`src/hdl/assert_macros.svh`:
```
// ----------------------------------------------------------------------------
// Assertion macros
// Concurrent assertion wrappers shared by the upscaler RTL. Each macro takes a
// label, the clock, the reset that disables the check, the property terms and
// the message. The bodies fall away when SYNTHESIS is defined.
// ----------------------------------------------------------------------------
`ifndef ASSERT_MACROS_SVH
`define ASSERT_MACROS_SVH

`ifndef SYNTHESIS

// The expression holds at every clock edge outside reset.
`define ASSERT_HOLDS(name, clk, rst, expr, msg) \
  name: assert property (@(posedge clk) disable iff (rst) (expr)) else $error(msg);

// The consequent holds in the same cycle as the antecedent.
`define ASSERT_IMPLIES(name, clk, rst, ante, cons, msg) \
  name: assert property (@(posedge clk) disable iff (rst) (ante) |-> (cons)) else $error(msg);

// The consequent holds in the cycle after the antecedent.
`define ASSERT_NEXT(name, clk, rst, ante, cons, msg) \
  name: assert property (@(posedge clk) disable iff (rst) (ante) |=> (cons)) else $error(msg);

`else

`define ASSERT_HOLDS(name, clk, rst, expr, msg)
`define ASSERT_IMPLIES(name, clk, rst, ante, cons, msg)
`define ASSERT_NEXT(name, clk, rst, ante, cons, msg)

`endif

`endif

```
`src/hdl/pru_pkg.sv`:
```
// ----------------------------------------------------------------------------
// pru_pkg
// Shared types and codes of the pixel replicate upscaler.
// ----------------------------------------------------------------------------
`default_nettype none

package pru_pkg;

  // Field widths.
  localparam int PX_W    = 24;
  localparam int SCALE_W = 7;
  localparam int WIDTH_W = 11;
  localparam int CFG_W   = 11;
  localparam int LEN_W   = 7;
  localparam int PAD_W   = 2;
  localparam int KIND_W  = 2;

  // Largest enlargement factor; bounded by the run length field.
  localparam logic [SCALE_W-1:0] MAX_SCALE = 7'd100;

  // Input item kinds carried in the input tuser.
  localparam logic OP_PIXEL = 1'b0;
  localparam logic OP_TICK  = 1'b1;

  // Result kinds carried in the output tuser.
  localparam logic [KIND_W-1:0] KIND_PIXEL  = 2'd0;
  localparam logic [KIND_W-1:0] KIND_PAD    = 2'd1;
  localparam logic [KIND_W-1:0] KIND_REJECT = 2'd2;

  // Configuration register indexes.
  localparam logic REG_SCALE = 1'b0;
  localparam logic REG_WIDTH = 1'b1;

  // One accepted item on its way to the result stage.
  typedef struct packed {
    logic              reject;    // pixel arrived during replay
    logic              from_mem;  // pixel comes from the line store read
    logic              end_row;   // item completes an output scanline
    logic [PAD_W-1:0]  pad;       // padding bytes of the output row
    logic [LEN_W-1:0]  len;       // copies of the pixel
    logic [PX_W-1:0]   px;        // pixel taken from the input
  } job_t;

endpackage

`default_nettype wire

```
`src/hdl/pru_emit.sv`:
```
// ----------------------------------------------------------------------------
// pru_emit
// Result stage: holds one item and sends its pixel run (or its reject result)
// and, at the end of a padded row, its padding run through the output register.
// ----------------------------------------------------------------------------
`default_nettype none

`include "assert_macros.svh"

module pru_emit (
  input  wire                         clk,
  input  wire                         rst,
  input  wire                         job_valid,
  input  wire pru_pkg::job_t          job,
  output logic                        job_ready,
  input  wire  [pru_pkg::PX_W-1:0]    rd_data,
  output logic                        m_tvalid,
  input  wire                         m_tready,
  output logic [31:0]                 m_tdata,  // blue, green, red, run_length, last
  output logic [pru_pkg::KIND_W-1:0]  m_tuser,  // kind
  output logic                        m_tlast   // row_end
);

  logic          s1_valid;
  pru_pkg::job_t s1;
  logic          phase;

  logic                         two;
  logic                         out_free;
  logic                         final_res;
  logic [pru_pkg::KIND_W-1:0]   r_kind;
  logic [pru_pkg::PX_W-1:0]     r_px;
  logic [pru_pkg::LEN_W-1:0]    r_len;
  logic                         r_row_end;
  logic                         r_last;

  // A row end with padding yields a second result unless the item is rejected.
  assign two       = !s1.reject && s1.end_row && (s1.pad != '0);
  assign out_free  = !m_tvalid || m_tready;
  assign final_res = s1_valid && out_free && (phase || !two);
  assign job_ready = !s1_valid || final_res;

  // Select the result for the current phase.
  always_comb begin
    if (phase) begin
      r_kind    = pru_pkg::KIND_PAD;
      r_px      = '0;
      r_len     = pru_pkg::LEN_W'(s1.pad);
      r_row_end = 1'b1;
      r_last    = 1'b1;
    end else if (s1.reject) begin
      r_kind    = pru_pkg::KIND_REJECT;
      r_px      = '0;
      r_len     = '0;
      r_row_end = 1'b0;
      r_last    = 1'b1;
    end else begin
      r_kind    = pru_pkg::KIND_PIXEL;
      r_px      = s1.from_mem ? rd_data : s1.px;
      r_len     = s1.len;
      r_row_end = s1.end_row && !two;
      r_last    = !two;
    end
  end

  // Control of the held item, the phase and the output register.
  always_ff @(posedge clk) begin
    if (rst) begin
      s1_valid <= 1'b0;
      phase    <= 1'b0;
      m_tvalid <= 1'b0;
    end else begin
      if (out_free) begin
        m_tvalid <= s1_valid;
      end
      if (s1_valid && out_free) begin
        phase <= !final_res;
      end
      if (job_ready) begin
        s1_valid <= job_valid;
      end
    end
  end

  // Payload registers.
  always_ff @(posedge clk) begin
    if (job_ready) begin
      s1 <= job;
    end
    if (s1_valid && out_free) begin
      m_tdata <= {r_last, r_len, r_px};
      m_tuser <= r_kind;
      m_tlast <= r_row_end;
    end
  end

  `ASSERT_IMPLIES(a_phase_needs_item, clk, rst, phase, s1_valid && two, "second phase without a padded row end")
  `ASSERT_IMPLIES(a_pad_ends_row, clk, rst, m_tvalid && (m_tuser == pru_pkg::KIND_PAD), m_tlast && m_tdata[31], "padding run does not close the row")
  `ASSERT_NEXT(a_item_held, clk, rst, s1_valid && !job_ready, s1_valid && $stable(s1), "held item changed while stalled")

endmodule

`default_nettype wire

```
`config.mk`:
```
export PLATFORM = sky130hd
export DESIGN_NAME = pru_emit
export DESIGN_NICKNAME = d
export VERILOG_FILES = /design/src/hdl/pru_pkg.sv /design/src/hdl/pru_emit.sv
export VERILOG_INCLUDE_DIRS = /design/src /design/src/hdl
export SDC_FILE = /design/constraint.sdc
export NUM_CORES = 1
export LEC_CHECK = 0
export BUFFER_PORTS_ARGS = -buffer_cell sky130_fd_sc_hd__buf_2
export CORE_MARGIN = 2
export CORE_UTILIZATION = 48
export DETAILED_ROUTE_END_ITERATION = 8
export GPL_TIMING_DRIVEN = 0
export PLACE_DENSITY_LB_ADDON = 0.12
export SYNTH_ARGS = -nofsm -noshare
export SYNTH_HDL_FRONTEND = slang
export SYNTH_SLANG_ARGS = --single-unit
```
`constraint.sdc`:
```
create_clock -name clk -period 5.15 [get_ports clk]
set_input_delay 1.03 -clock clk [delete_from_list [all_inputs] [get_ports clk]]
set_output_delay 1.03 -clock clk [all_outputs]
set_load 0.005 [all_outputs]
```
==> run metrics <==
status finished clean; Pwr per Cell Area 376 nW/um^2; fraction of layout cells with a size suffix above 1 0.469; GPL Wtd Cong about 0.7; initial core utilization 0.497; Final Instance Area 3630 sq um; cell area after synthesis between 2000 and 3000 sq um; antenna violations before repair 0; Detailed Place HPWL approximately 3.4 mm; ANT nets after route 0; CP Class input pin to primary output; critical path arrival approximately 2.1 ns; met2 WL roughly 2.5 mm; max layer used met4; maximum clock rate approximately 320 MHz; Pleak roughly 1.6 nW; GR Util All Layers 0.160; Rows 27; depth of the worst hold-timing path 1; TritonCTS buffer count 9; Layout area overhead 32.8%; die width 79.5 um; sequential share of the synthesized area 0.801; Max-cap violations 0; DR vias 1604; Nets 334; maximum VDD drop roughly 0.24 mV; ranking of synthesized cells by area edfxtp_1 (78%), mux2i_1 (8.8%), nor2_1 (4.0%); H-tree levels 3; Startpoint Class input pin; placed cell area 3400 sq um; Worst Max-Slew Pin Slew approximately 0.63 ns; Core Footprint about 5500 sq um; vias in the first global route 1567; hold-fix buffers at CTS 0; Critical path origin m_tready; max_slew headroom 0.577; Synth top area share 0.780; fin crit share 0.607; final setup fails 0; Inserted Diodes 0; max-slew violation count 0; first-pass GRT wire length just over 7 mm; worst-skew pair later-pin latency 0.33 ns; FF-to-FF Start s1[32]; Crit Path Max Fanout 19; Total Power ~0.0014 W; Setup Buffers After CTS 0; Ys Warns 0; Hold Violations, Final 0; CTS tree built; Clk pin slew, worst setup/hold paths 0.07 ns; min-delay src s1[27]; largest net degree at the start of global routing 22; Gate Count Post-Synth between 150 and 200; Die Area ~6300 sq um; DRT iter0 DRCs between 60 and 70; DRC 0; WL per Instance between 10 and 15 um; Detailed Routing Iterations Pass 1 4; Data required, critical path 4.12 ns; RSZ-0062 raised after global routing no; grt ovf 0; fin crit period roughly 3.1 ns; FF-to-FF path depth 4; Clock Path Buffers 2; Syn Nets approximately 220; final clock skew about 0.013 ns; Die Ht about 80 um; Worst Hold Class flop to flop; post-cts gate resize count 0; number of port buffers 100; Worst Setup End Kind primary output; # IOs 101; cell taking the most area after synthesis edfxtp_1; final core occ 0.660; DR WL met3 slightly above 400 um; Vias/cell around 4.6; DRT Wirelength 4.69 mm; syn avg cell area roughly 17 sq um; clk sinks between 70 and 80; #FFs+latches synth 74; Root Driver clkbuf_8; Yosys cell types 23; wl on met1 around 1.7 mm
-- cells by family after synthesis --
group                  synth area share
AND/OR/NAND/NOR                  0.0782
multiplexers                     0.0878
buffers and inverters            0.0160
AO/OA/AOI/OAI                    0.0165
flip-flops                        0.801
-- cell type report --
type | instances | area, sq um
buffer | 6 | 36.3
multi-input combinational | 75 | 518
clock inverter | 6 | 105
inverter | 2 | 7.51
clock buffer | 10 | 128
fill | 411 | 1870
timing repair buffer | 102 | 556
sequential | 74 | 2190
tap | 72 | 90.1
-- where the power goes --
part | switching [W] | internal (W)
clock network | 0.000198 | 0.000320
logic | 0.0000614 | 0.0000609
registers | 0.0000120 | 0.000714
total | 0.000272 | 0.00109
-- synth_stat cells --
master	number
edfxtp_1	71
nor2_1	29
mux2i_1	24
and2_1	5
buf_2	5
dfxtp_1	3
o21ai_0	3
nor3_1	2
a211oi_2	1
a22o_1	1
and2b_1	1
buf_6	1
inv_1	1
inv_2	1
nand2_1	1
nand2b_1	1
nor2_4	1
nor2b_1	1
nor4b_1	1
o2bb2ai_1	1
or2_1	1
or2_2	1
or2b_1	1
-- worst max-delay path, stage by stage --
cell and delay (ns):
buf_2 0.10, nor2b_1 0.46, o21ai_4 0.30, buf_2 0.21
-- layout by cell type (no fill, tap or decap), types with 2 or more instances in the layout --
cell       instances
and2_1             5
buf_16             2
buf_2            105
bufinv_16          3
clkbuf_8           9
clkinv_2           3
dfxtp_1            3
edfxtp_1          71
mux2i_1           24
nor2_1            28
nor2_4             2
nor3_1             2
o21ai_0            2
-- path summary, 6_finish.rpt --
path                 endpoint  slack, ns
hold reg to reg   m_tdata[27]       0.51
setup reg to reg       s1[21]       3.24
hold / removal    m_tdata[27]       0.51
setup / recovery    job_ready       2.02
-- state kept, by name, indices dropped and copies added (netlist names) --
name	flops
s1	36
m_tuser	2
m_tvalid	1
s1_valid	1
m_tdata	32
phase	1
m_tlast	1
-- per-stage QoR --
stage                     setup slack (ns)  instances  TNS, ns  hold slack [ns]
after floorplan                      0.339        157        0            0.480
after global placement               -1.11        329    -4.44            0.502
after detailed placement              2.02        331        0            0.506
after CTS                             2.02        347        0            0.517
after global routing                  1.95        347        0            0.541
final                                 2.02        347        0            0.513
-- per-layer routing --
layer / track usage / vias up
met3: 0.0645 / 4
li1: - / 807
met1: 0.177 / 721
met4: 0.0724 / 0
met5: 0 / -
met2: 0.269 / 72
(Power assumes the default switching activity.)
